File: src/design/mqttrx_pkg.sv
// mqttrx_pkg: shared types, constants and the start-byte decode for the mqtt receive parser
// no dependencies; used by every module in design/
`default_nettype none

package mqttrx_pkg;

    localparam logic [7:0] START_CONNACK = 8'h20;
    localparam logic [7:0] START_SUBACK  = 8'h90;
    localparam logic [7:0] START_PUBLISH = 8'h30;
    localparam logic [7:0] CONNACK_LEN   = 8'h02;
    localparam logic [7:0] ZERO_BYTE     = 8'h00;
    localparam logic [7:0] LEN_LIMIT     = 8'd127;
    localparam logic [7:0] PKT_ID_RESET  = 8'd1;

    localparam int IN_TDATA_W  = 8;
    localparam int OUT_TDATA_W = 16;
    localparam int LEN_W       = 7;

    typedef enum logic [2:0] {
        KIND_TOPIC   = 3'd0,
        KIND_PAYLOAD = 3'd1,
        KIND_CONNACK = 3'd2,
        KIND_SUBACK  = 3'd3,
        KIND_REJECT  = 3'd4,
        KIND_EMPTY   = 3'd5
    } kind_t;

    typedef enum logic [11:0] {
        PH_HUNT      = 12'b0000_0000_0001,
        PH_CA_LEN    = 12'b0000_0000_0010,
        PH_CA_FLAGS  = 12'b0000_0000_0100,
        PH_CA_CODE   = 12'b0000_0000_1000,
        PH_SA_ANY    = 12'b0000_0001_0000,
        PH_SA_HIGH   = 12'b0000_0010_0000,
        PH_SA_ID     = 12'b0000_0100_0000,
        PH_PUB_LEN   = 12'b0000_1000_0000,
        PH_PUB_TOPH  = 12'b0001_0000_0000,
        PH_PUB_TOPL  = 12'b0010_0000_0000,
        PH_PUB_TOPIC = 12'b0100_0000_0000,
        PH_PUB_PAY   = 12'b1000_0000_0000
    } phase_t;

    typedef struct packed {
        kind_t      kind;
        logic [7:0] data_byte;
        logic       frame_end;
    } result_t;

    // next phase when a byte is looked at as a possible start byte
    function automatic phase_t hunt_phase(input logic [7:0] b);
        phase_t ph;
        if (b == START_CONNACK) begin
            ph = PH_CA_LEN;
        end else if (b == START_SUBACK) begin
            ph = PH_SA_ANY;
        end else if (b == START_PUBLISH) begin
            ph = PH_PUB_LEN;
        end else begin
            ph = PH_HUNT;
        end
        return ph;
    endfunction

endpackage

`default_nettype wire

File: src/design/mqttrx_in_stage.sv
// mqttrx_in_stage: input register for received bytes
// depends on mqttrx_pkg
`default_nettype none

module mqttrx_in_stage (
    input  wire logic                             aclk,
    input  wire logic                             aresetn,
    input  wire logic                             s_valid,
    output logic                                  s_ready,
    input  wire logic [mqttrx_pkg::IN_TDATA_W-1:0] s_data,
    input  wire logic                             take,
    output logic                                  byte_valid,
    output logic [mqttrx_pkg::IN_TDATA_W-1:0]     rx_byte
);

    logic                              valid_reg;
    logic                              valid_next;
    logic [mqttrx_pkg::IN_TDATA_W-1:0] byte_reg;

    assign s_ready    = !valid_reg || take;
    assign valid_next = (s_valid && s_ready) ? 1'b1 : (take ? 1'b0 : valid_reg);

    always_ff @(posedge aclk) begin
        if (!aresetn) begin
            valid_reg <= 1'b0;
        end else begin
            valid_reg <= valid_next;
        end
    end

    always_ff @(posedge aclk) begin
        if (s_valid && s_ready) begin
            byte_reg <= s_data;
        end
    end

    assign byte_valid = valid_reg;
    assign rx_byte    = byte_reg;

endmodule

`default_nettype wire

File: src/design/mqttrx_parser.sv
// mqttrx_parser: packet phase tracking, publish length bookkeeping and result decode
// depends on mqttrx_pkg
`default_nettype none

module mqttrx_parser (
    input  wire logic                 aclk,
    input  wire logic                 aresetn,
    input  wire logic                 cfg_wr_en,
    input  wire logic [7:0]           cfg_wr_data,
    input  wire logic                 step,
    input  wire logic [7:0]           rx_byte,
    output logic                      res_emit,
    output mqttrx_pkg::result_t       res
);

    localparam int LW = mqttrx_pkg::LEN_W;

    mqttrx_pkg::phase_t phase_reg, phase_next;
    logic [LW-1:0]      frame_len_reg, frame_len_next;
    logic [LW-1:0]      topic_left_reg, topic_left_next;
    logic [LW-1:0]      payload_left_reg, payload_left_next;
    logic [7:0]         pkt_id_reg;
    logic [LW-1:0]      topic_dec;
    logic [LW-1:0]      payload_dec;
    logic [LW-1:0]      payload_len;
    logic               topic_too_long;

    assign topic_dec      = topic_left_reg - LW'(1);
    assign payload_dec    = payload_left_reg - LW'(1);
    assign payload_len    = frame_len_reg - LW'(2) - rx_byte[LW-1:0];
    assign topic_too_long = rx_byte[7] ||
                            ({1'b0, rx_byte} + 9'd2 > {2'b00, frame_len_reg});

    always_comb begin
        phase_next        = phase_reg;
        frame_len_next    = frame_len_reg;
        topic_left_next   = topic_left_reg;
        payload_left_next = payload_left_reg;
        res_emit          = 1'b0;
        res.kind          = mqttrx_pkg::KIND_TOPIC;
        res.data_byte     = mqttrx_pkg::ZERO_BYTE;
        res.frame_end     = 1'b1;
        case (phase_reg)
            mqttrx_pkg::PH_CA_LEN: begin
                phase_next = (rx_byte == mqttrx_pkg::CONNACK_LEN) ? mqttrx_pkg::PH_CA_FLAGS
                                                                  : mqttrx_pkg::hunt_phase(rx_byte);
            end
            mqttrx_pkg::PH_CA_FLAGS: begin
                phase_next = (rx_byte == mqttrx_pkg::ZERO_BYTE) ? mqttrx_pkg::PH_CA_CODE
                                                                : mqttrx_pkg::hunt_phase(rx_byte);
            end
            mqttrx_pkg::PH_CA_CODE: begin
                if (rx_byte == mqttrx_pkg::ZERO_BYTE) begin
                    phase_next = mqttrx_pkg::PH_HUNT;
                    res_emit   = 1'b1;
                    res.kind   = mqttrx_pkg::KIND_CONNACK;
                end else begin
                    phase_next = mqttrx_pkg::hunt_phase(rx_byte);
                end
            end
            mqttrx_pkg::PH_SA_ANY: begin
                phase_next = mqttrx_pkg::PH_SA_HIGH;
            end
            mqttrx_pkg::PH_SA_HIGH: begin
                phase_next = (rx_byte == mqttrx_pkg::ZERO_BYTE) ? mqttrx_pkg::PH_SA_ID
                                                                : mqttrx_pkg::hunt_phase(rx_byte);
            end
            mqttrx_pkg::PH_SA_ID: begin
                if (rx_byte == pkt_id_reg) begin
                    phase_next = mqttrx_pkg::PH_HUNT;
                    res_emit   = 1'b1;
                    res.kind   = mqttrx_pkg::KIND_SUBACK;
                end else begin
                    phase_next = mqttrx_pkg::hunt_phase(rx_byte);
                end
            end
            mqttrx_pkg::PH_PUB_LEN: begin
                if (rx_byte >= mqttrx_pkg::LEN_LIMIT) begin
                    phase_next = mqttrx_pkg::PH_HUNT;
                    res_emit   = 1'b1;
                    res.kind   = mqttrx_pkg::KIND_REJECT;
                end else begin
                    frame_len_next = rx_byte[LW-1:0];
                    phase_next     = mqttrx_pkg::PH_PUB_TOPH;
                end
            end
            mqttrx_pkg::PH_PUB_TOPH: begin
                // topic length high byte is ignored
                phase_next = mqttrx_pkg::PH_PUB_TOPL;
            end
            mqttrx_pkg::PH_PUB_TOPL: begin
                if (topic_too_long) begin
                    phase_next = mqttrx_pkg::PH_HUNT;
                    res_emit   = 1'b1;
                    res.kind   = mqttrx_pkg::KIND_REJECT;
                end else begin
                    topic_left_next   = rx_byte[LW-1:0];
                    payload_left_next = payload_len;
                    if (rx_byte != mqttrx_pkg::ZERO_BYTE) begin
                        phase_next = mqttrx_pkg::PH_PUB_TOPIC;
                    end else if (payload_len != '0) begin
                        phase_next = mqttrx_pkg::PH_PUB_PAY;
                    end else begin
                        phase_next = mqttrx_pkg::PH_HUNT;
                        res_emit   = 1'b1;
                        res.kind   = mqttrx_pkg::KIND_EMPTY;
                    end
                end
            end
            mqttrx_pkg::PH_PUB_TOPIC: begin
                topic_left_next = topic_dec;
                res_emit        = 1'b1;
                res.kind        = mqttrx_pkg::KIND_TOPIC;
                res.data_byte   = rx_byte;
                res.frame_end   = (topic_dec == '0) && (payload_left_reg == '0);
                if (topic_dec == '0) begin
                    phase_next = (payload_left_reg != '0) ? mqttrx_pkg::PH_PUB_PAY
                                                          : mqttrx_pkg::PH_HUNT;
                end
            end
            mqttrx_pkg::PH_PUB_PAY: begin
                payload_left_next = payload_dec;
                res_emit          = 1'b1;
                res.kind          = mqttrx_pkg::KIND_PAYLOAD;
                res.data_byte     = rx_byte;
                res.frame_end     = (payload_dec == '0);
                if (payload_dec == '0) begin
                    phase_next = mqttrx_pkg::PH_HUNT;
                end
            end
            default: begin
                phase_next = mqttrx_pkg::hunt_phase(rx_byte);
            end
        endcase
    end

    always_ff @(posedge aclk) begin
        if (!aresetn) begin
            phase_reg        <= mqttrx_pkg::PH_HUNT;
            frame_len_reg    <= '0;
            topic_left_reg   <= '0;
            payload_left_reg <= '0;
        end else if (step) begin
            phase_reg        <= phase_next;
            frame_len_reg    <= frame_len_next;
            topic_left_reg   <= topic_left_next;
            payload_left_reg <= payload_left_next;
        end
    end

    always_ff @(posedge aclk) begin
        if (!aresetn) begin
            pkt_id_reg <= mqttrx_pkg::PKT_ID_RESET;
        end else if (cfg_wr_en) begin
            pkt_id_reg <= cfg_wr_data;
        end
    end

    // acknowledge, reject and empty results always close their frame
    assert property (@(posedge aclk) disable iff (!aresetn)
        (res_emit && res.kind != mqttrx_pkg::KIND_TOPIC
                  && res.kind != mqttrx_pkg::KIND_PAYLOAD) |-> res.frame_end)
        else $error("non-data result without frame end");

    assert property (@(posedge aclk) disable iff (!aresetn)
        (res_emit && res.kind != mqttrx_pkg::KIND_TOPIC
                  && res.kind != mqttrx_pkg::KIND_PAYLOAD) |-> (res.data_byte == '0))
        else $error("non-data result carries a data byte");

    assert property (@(posedge aclk) disable iff (!aresetn)
        (step && res_emit && res.frame_end) |=> (phase_reg == mqttrx_pkg::PH_HUNT))
        else $error("parser not hunting after frame end");

    assert property (@(posedge aclk) disable iff (!aresetn)
        (phase_reg == mqttrx_pkg::PH_PUB_PAY) |-> (payload_left_reg != '0))
        else $error("payload phase with nothing left");

endmodule

`default_nettype wire

File: src/design/mqttrx_out_stage.sv
// mqttrx_out_stage: result register on the master stream side
// depends on mqttrx_pkg
`default_nettype none

module mqttrx_out_stage (
    input  wire logic                          aclk,
    input  wire logic                          aresetn,
    input  wire logic                          load,
    input  wire mqttrx_pkg::result_t           res,
    output logic                               can_take,
    output logic                               m_valid,
    input  wire logic                          m_ready,
    output logic [mqttrx_pkg::OUT_TDATA_W-1:0] m_data,
    output logic                               m_last
);

    logic                valid_reg;
    logic                valid_next;
    mqttrx_pkg::result_t res_reg;

    assign can_take   = !valid_reg || m_ready;
    assign valid_next = load ? 1'b1 : (m_ready ? 1'b0 : valid_reg);

    always_ff @(posedge aclk) begin
        if (!aresetn) begin
            valid_reg <= 1'b0;
        end else begin
            valid_reg <= valid_next;
        end
    end

    always_ff @(posedge aclk) begin
        if (load) begin
            res_reg <= res;
        end
    end

    assign m_valid = valid_reg;
    assign m_data  = {5'b00000, res_reg.data_byte, res_reg.kind};
    assign m_last  = res_reg.frame_end;

endmodule

`default_nettype wire

File: src/design/mqtt_receive_packet_parser.sv
// mqtt_receive_packet_parser: top level of the mqtt receive parser
// depends on mqttrx_pkg, mqttrx_in_stage, mqttrx_parser, mqttrx_out_stage
//
//  channel   dir  width            contents
//  s_axis    in   tdata 8          rx_byte
//  m_axis    out  tdata 16, tlast  kind [2:0], data_byte [10:3]; tlast = frame_end
//  cfg_wr    in   8                expected_packet_id
//
// one byte per cycle sustained while m_axis is ready; a byte is held in the input register
// and its result, if any, is loaded into the output register when the parser takes the byte.
// a byte consumes its parser step whenever the output register is free or draining.
// a stall on m_axis holds the result and backs up into s_axis_tready.
// synchronous active-low reset returns the parser to hunting, id to 1.
`default_nettype none

module mqtt_receive_packet_parser (
    input  wire logic         aclk,
    input  wire logic         aresetn,
    input  wire logic         s_axis_tvalid,
    output logic              s_axis_tready,
    input  wire logic [7:0]   s_axis_tdata,   // [7:0] rx_byte
    output logic              m_axis_tvalid,
    input  wire logic         m_axis_tready,
    output logic [15:0]       m_axis_tdata,   // [2:0] kind, [10:3] data_byte, [15:11] zero
    output logic              m_axis_tlast,
    input  wire logic         cfg_wr_en,
    input  wire logic [7:0]   cfg_wr_data
);

    logic                byte_valid;
    logic [7:0]          rx_byte;
    logic                take;
    logic                out_can_take;
    logic                res_emit;
    mqttrx_pkg::result_t res;

    // the parser advances on a held item when the result register can accept
    assign take = byte_valid && out_can_take;

    mqttrx_in_stage u_in (
        .aclk       (aclk),
        .aresetn    (aresetn),
        .s_valid    (s_axis_tvalid),
        .s_ready    (s_axis_tready),
        .s_data     (s_axis_tdata),
        .take       (take),
        .byte_valid (byte_valid),
        .rx_byte    (rx_byte)
    );

    mqttrx_parser u_parser (
        .aclk        (aclk),
        .aresetn     (aresetn),
        .cfg_wr_en   (cfg_wr_en),
        .cfg_wr_data (cfg_wr_data),
        .step        (take),
        .rx_byte     (rx_byte),
        .res_emit    (res_emit),
        .res         (res)
    );

    mqttrx_out_stage u_out (
        .aclk     (aclk),
        .aresetn  (aresetn),
        .load     (take && res_emit),
        .res      (res),
        .can_take (out_can_take),
        .m_valid  (m_axis_tvalid),
        .m_ready  (m_axis_tready),
        .m_data   (m_axis_tdata),
        .m_last   (m_axis_tlast)
    );

endmodule

`default_nettype wire

File: config.mk
export PLATFORM = sky130hd
export DESIGN_NAME = mqtt_receive_packet_parser
export DESIGN_NICKNAME = d
export VERILOG_FILES = /design/src/design/mqttrx_pkg.sv /design/src/design/mqttrx_in_stage.sv /design/src/design/mqttrx_parser.sv /design/src/design/mqttrx_out_stage.sv /design/src/design/mqtt_receive_packet_parser.sv
export SDC_FILE = /design/constraint.sdc
export NUM_CORES = 1
export LEC_CHECK = 0
export ABC_CLOCK_PERIOD_IN_PS = 4400
export BUFFER_PORTS_ARGS = -buffer_cell sky130_fd_sc_hd__buf_4
export CORE_ASPECT_RATIO = 0.5
export CORE_UTILIZATION = 45
export DETAILED_ROUTE_END_ITERATION = 6
export PLACE_DENSITY = 0.61
export SETUP_SLACK_MARGIN = 0.5
export SYNTH_ARGS = -nofsm -noshare
export SYNTH_HDL_FRONTEND = slang
export SYNTH_HIERARCHICAL = 1
export SYNTH_SLANG_ARGS = --single-unit
export TNS_END_PERCENT = 50
File: constraint.sdc
create_clock -name aclk -period 4.4 [get_ports aclk]
set_clock_uncertainty 0.1 [all_clocks]
set_input_delay 0.88 -clock aclk [delete_from_list [all_inputs] [get_ports aclk]]
set_output_delay 0.88 -clock aclk [all_outputs]
set_load 0.03 [all_outputs]
Word level (Yosys, flattened, before mapping)

Cells that the tools add are included.
W data, S select, Z words.

Bits in registers: 63
Bits in latches: 0
Memory bits (writable): 0
Bits in read-only memories: 0
Input port bits: 21
Output and inout port bits: 19
Word-level logic and storage cells: 102
Memories kept: 0

$add $sub $neg: 5
Multipliers: 0
Div/mod/pow operators: 0
Order comparisons: 2
Equal/unequal tests: 19
Shift-type cells: 0
Multiplexer cells: 39
Bitwise operators: 1
Reductions and logical operators: 25

Operators with widths:

| operator               | number |
|---|---|
| $mux W12               | 13 |
| $pmux W12 S11          | 1 |
| $pmux W7 S2            | 2 |
| $logic_not A7 Y1       | 3 |
| $pmux W9 S2            | 1 |
| $eq A8 B6 Y1 const B   | 2 |
| $pmux W3 S5            | 1 |
| $mux W7                | 2 |
| $reduce_bool A7 Y1     | 2 |
| $sub A7 B1 Y7 const B  | 2 |
| $eq A12 B10 Y1 const B | 1 |
| $eq A12 B11 Y1 const B | 1 |
| $eq A12 B12 Y1 const B | 1 |
| $eq A12 B2 Y1 const B  | 1 |
| $eq A12 B3 Y1 const B  | 1 |
| $eq A12 B4 Y1 const B  | 1 |
| $eq A12 B5 Y1 const B  | 1 |
| $eq A12 B6 Y1 const B  | 1 |
| $eq A12 B7 Y1 const B  | 1 |
| $eq A12 B8 Y1 const B  | 1 |
| $eq A12 B9 Y1 const B  | 1 |
| $mux W3                | 4 |
| $reduce_and A3 Y1      | 4 |
| $mux W1                | 10 |
| 22 further kinds       | 33 |

Logic depth before layout (Yosys ltp)

Depth after elaboration: 9
Depth in mapped cells: 15
Depth with buffers taken out: 15

Hierarchy

Netlist, hierarchy kept.

Modules (own cells, without submodules):

| module                     | times used | cells an instance | area an instance (µm²) | sequential area each (µm²) |
|---|---|---|---|---|
| mqttrx_parser              | 1          | 436               | 3,316.9                | 820.8 |
| mqttrx_out_stage           | 1          | 22                | 450.4                  | 380.4 |
| mqttrx_in_stage            | 1          | 13                | 297.8                  | 260.2 |
| mqtt_receive_packet_parser | 1          | 2                 | 12.5                   | 0.0 |

Worst setup path after synthesis

No wires, ideal clock.

Path type: register -> register
Start point: register u_in.byte_reg (netlist bit u_in/rx_byte[1])
End point: register u_out.res_reg (netlist bit u_out/m_data[0]) (enable)
Arrival: 3,095 ps
Data required time: 3,941 ps
Setup slack: 846 ps
Cell stages (with the launch flop): 14
Path buffers: 1
Cells stage by stage: edfxtp_1 -> clkbuf_1 -> inv_1 -> ha_1 -> ha_1 -> fa_1 -> a21o_1 -> a21oi_1 -> xor2_1 -> nand4_1 -> o31ai_1 -> nand2_1 -> nand3_1 -> and3_1

Cells in the longest elaborated chain, start to end: 7

RTL lines:

| what                                                                  | line                             | source |
|---|---|---|
| start, declared                                                       | mqttrx_in_stage.sv:18            | `logic [mqttrx_pkg::IN_TDATA_W-1:0] byte_reg;` |
| start signal, assigned                                                | mqttrx_in_stage.sv:33            | `byte_reg <= s_data;` |
| parallel branches: the longest is 5 deep, another holds $add A8 B2 Y9 | --                               |  |
| $pmux W1 S5 *                                                         | mqttrx_parser.sv:43              | `case (phase_reg)` |
| net res_emit                                                          | mqtt_receive_packet_parser.sv:34 | `logic res_emit;` |
| $logic_and A1 B1 Y1 *                                                 | mqtt_receive_packet_parser.sv:65 | `.load (take && res_emit),` |
| end signal, assigned                                                  | mqttrx_out_stage.sv:34           | `res_reg <= res;` |
| end, declared                                                         | mqttrx_out_stage.sv:19           | `mqttrx_pkg::result_t res_reg;` |

Mark *: on every way through the listed nets, which the timed path passes.
A chain may end at the register's enable or synchronous reset.

Worst setup path in the final report

Start point: register u_in.byte_reg (netlist bit u_in/rx_byte[2])
End point: register u_out.res_reg (netlist bit u_out/m_data[4]) (enable)

The elaborated chain is that of the path after synthesis.

==> metrics.txt <==
antenna violations before repair 0; clk sinks 63; Critical Path Slowest Stage Cell edfxtp_1; Async SR Flop Fraction 0%; Final Hold Fails 0; share of post-route cells with drive strength above 1 14.6%; syn avg cell area 8.62 sq um; worst path bufs/invs 1; CP max FO 13; largest cells by area after synthesis dfxtp_1, edfxtp_1, ha_1, nor2_1, a21oi_1; Main synth FF type dfxtp_1; Reg2Reg Setup Slack 0.85 ns; Crit path max-delay family adder cells; I/O pins 40; unrepaired setup endpoints after global routing no; number of global-route vias before repair 3,227; Crit Path Class flip-flop to flip-flop; DR vias/cell 5.71; max reg flops 12; most common library cells after synthesis nor2_1, dfxtp_1, a21oi_1; Iter 0 DRT Violations 323; footprint of the multi-input gates 2380 sq um; crit path time final 3.55 ns; core area 8740 sq um; adder-cell share of the synthesized area 7.55%; post-DP HPWL 7.73 mm; GP Congestion 0.934; Synth cell types 66; H-tree Lvls 3; FF-to-FF Start u_in/rx_byte[2]; Seq pwr share 42.0%; Root Buffer clkbuf_16; slew at the pin closest to its max-slew limit 0.935 ns; mapped cell area 4080 sq um; outcome finished clean; Clock Latency Late Sink 0.33 ns; CTS buffer count 9; First-pass DRT Iterations 5; Hold Path Class flip-flop to flip-flop; Mapped Cells 473; xor/xnor cell area share of the yosys netlist 4.94%; Finish-stage setup viols 0; width of the die 137 microns; crit start category flip-flop; largest family of logic cells by synthesized area simple AND/OR/NAND/NOR gates; global-route wire length before repair 16.8 mm; Max Cap Viol 0; crit path DAT 3.45 ns; area added between synthesis and finish 15.7%; setup TNS 0 ns; DRC violations left 0; Clk pwr share 48.0%; top cell type's share of synthesized area 21.1%; fin util 54.0%; hold worst-path end u_parser/frame_len_reg[5]; multiplexer area fraction after synthesis 4.20%; final WL 10.7 mm; Max transition margin 37.5%; combinational fraction of design power 10.0%; FF+latch area 1460 sq um; total power 1.49 mW; fmax 0.282 GHz; Antenna Nets Post-Route 0; Yosys reg bits 63; crit share post-route 80.6%; clk buf depth 2; switching portion of total power 24.9%; Leakage 1.91 nW; Simple-Gate Fraction of Synth Area 23.6%; pin count of the biggest net entering global routing 26; Worst path max stage delay 0.58 ns; Syn. warnings 6; VDD IR max 0.192 mV; worst-case reg-to-reg path depth 11; total gr overflow 0; sequential area share after synthesis 35.8%; initial core utilization 46.7%; Pint 1.12 mW; worst-path cell chain ha_1 > inv_1 > fa_1 > a21o_1 > a21oi_1 > xor2_1 > nand4_1 > o31ai_1 > nand2_1 > nand3_1 > and3_2; WL per Instance 17.1 microns; Vias 3,560; cts repair resizes 0; Setup crit end kind flip-flop; Power Dens Cells 316 nW/um^2; n_diodes 0; CTS tree yes; row count 24; Die H 69.3 microns; Reg2Reg Capture Point u_out/m_data[4]; fin nets 547; Net Sw Power 0.372 mW; Critical Path RT 4.30 ns; most common cell in the netlist nor2_1; WHS Path Cells 2; Yosys top cell by area dfxtp_1; Final Slew Violations 0; Total Die Area 9470 sq um; setup repair bufs after CTS 0; Post-synth EDFFs 20; Port Buf Inserts 34; overall routing resource usage 23.5%; complex-gate fraction of the synthesized area 17.5%; Hold-fix buffers, CTS 0; HP Start u_parser/frame_len_reg[5]; Fill cells 853; CTS clk-pin slew, worst paths 0.06 ns
per-stage QoR:
step	setup slack, ns	cell area, sq um	instances	hold WS, ns
after detailed placement	0.683	4420	608	0.379
after global routing	0.598	4720	624	0.419
after global placement	0.829	4420	608	0.371
after floorplan	0.846	4090	477	0.354
after CTS	0.659	4720	624	0.393
final	0.852	4720	624	0.388
how the worst max path moves through the flow:
stage / startpoint / end / slack, ns / depth (start not counted)
after floorplan: u_in/rx_byte[1] / u_out/m_data[0] / 0.85 / 13
after global placement: u_in/rx_byte[2] / u_out/m_last / 0.83 / 11
after detailed placement: u_in/rx_byte[2] / u_out/m_last / 0.68 / 11
after CTS: u_in/rx_byte[2] / u_out/m_data[3] / 0.66 / 11
after global routing: u_in/rx_byte[2] / u_out/m_data[2] / 0.60 / 11
final: u_in/rx_byte[2] / u_out/m_data[4] / 0.85 / 11
power by group through the flow:
stage                     logic, mW  registers, mW  clock network [mW]
final                         0.150          0.627               0.716
after detailed placement      0.147          0.639                   0
after global placement        0.147          0.638                   0
after floorplan               0.115          0.627                   0
after global routing          0.166          0.628               0.754
after CTS                     0.148          0.626               0.725
cells in the final DEF (no fill, tap or decap), drive strengths merged, types with 3 or more instances in the layout:
| master | Yosys | layout |
|---|---|---|
| nand3b | 3 | 3 |
| and2 | 14 | 14 |
| ha | 23 | 23 |
| nor3 | 14 | 14 |
| dfxtp | 43 | 43 |
| o21ai | 24 | 24 |
| edfxtp | 20 | 20 |
| a21oi | 35 | 35 |
| nor2 | 45 | 45 |
| nor4b | 3 | 3 |
| nor2b | 5 | 5 |
| nand2b | 7 | 7 |
| a211o | 4 | 4 |
| nand4 | 11 | 11 |
| and3 | 5 | 5 |
| nor4 | 12 | 12 |
| buf | 10 | 42 |
| o211ai | 3 | 3 |
| clkinv | 0 | 3 |
| clkbuf | 18 | 10 |
| o31ai | 3 | 3 |
| xor2 | 15 | 15 |
| o21bai | 3 | 3 |
| xnor2 | 8 | 8 |
| o21a | 4 | 4 |
| nand3 | 15 | 15 |
| a32o | 3 | 3 |
| mux2i | 16 | 16 |
| a211oi | 3 | 3 |
| conb | 1 | 5 |
| inv | 32 | 32 |
| or3 | 5 | 5 |
| nand2 | 28 | 28 |
| a31oi | 6 | 6 |
worst min-delay path: stages, from the launching register on:
cell	delay (ns)
dfxtp_1	0.32
a21oi_1	0.06
nor2_1	0.07
kinds of logic after synthesis:
family                     count (synthesis)
adders and majority gates                 24
other                                      1
muxes                                     17
buffers and inverters                     60
AOI/OAI and AO/OA                        106
DFF                                       63
and+or+nand+nor                          179
xor gates and xnor gates                  23
metal layers:
metal  GRT usage, %  up-vias  routed length, microns
met5              0        -                       0
met4           7.78        0                     178
met3           5.99       19                     832
met2           32.7      144                    4320
met1           35.0     1650                    5340
li1               -     1747                       -
area by class of cell:
cell class	count	area share, %
clock buffer	10	5.06
clock inverter	6	1.27
inverter	32	2.55
multi-input combinational	354	50.4
sequential	63	31.0
tap	117	3.10
timing repair buffer	42	6.68
No activity file was read; power rests on OpenSTA's default activity.
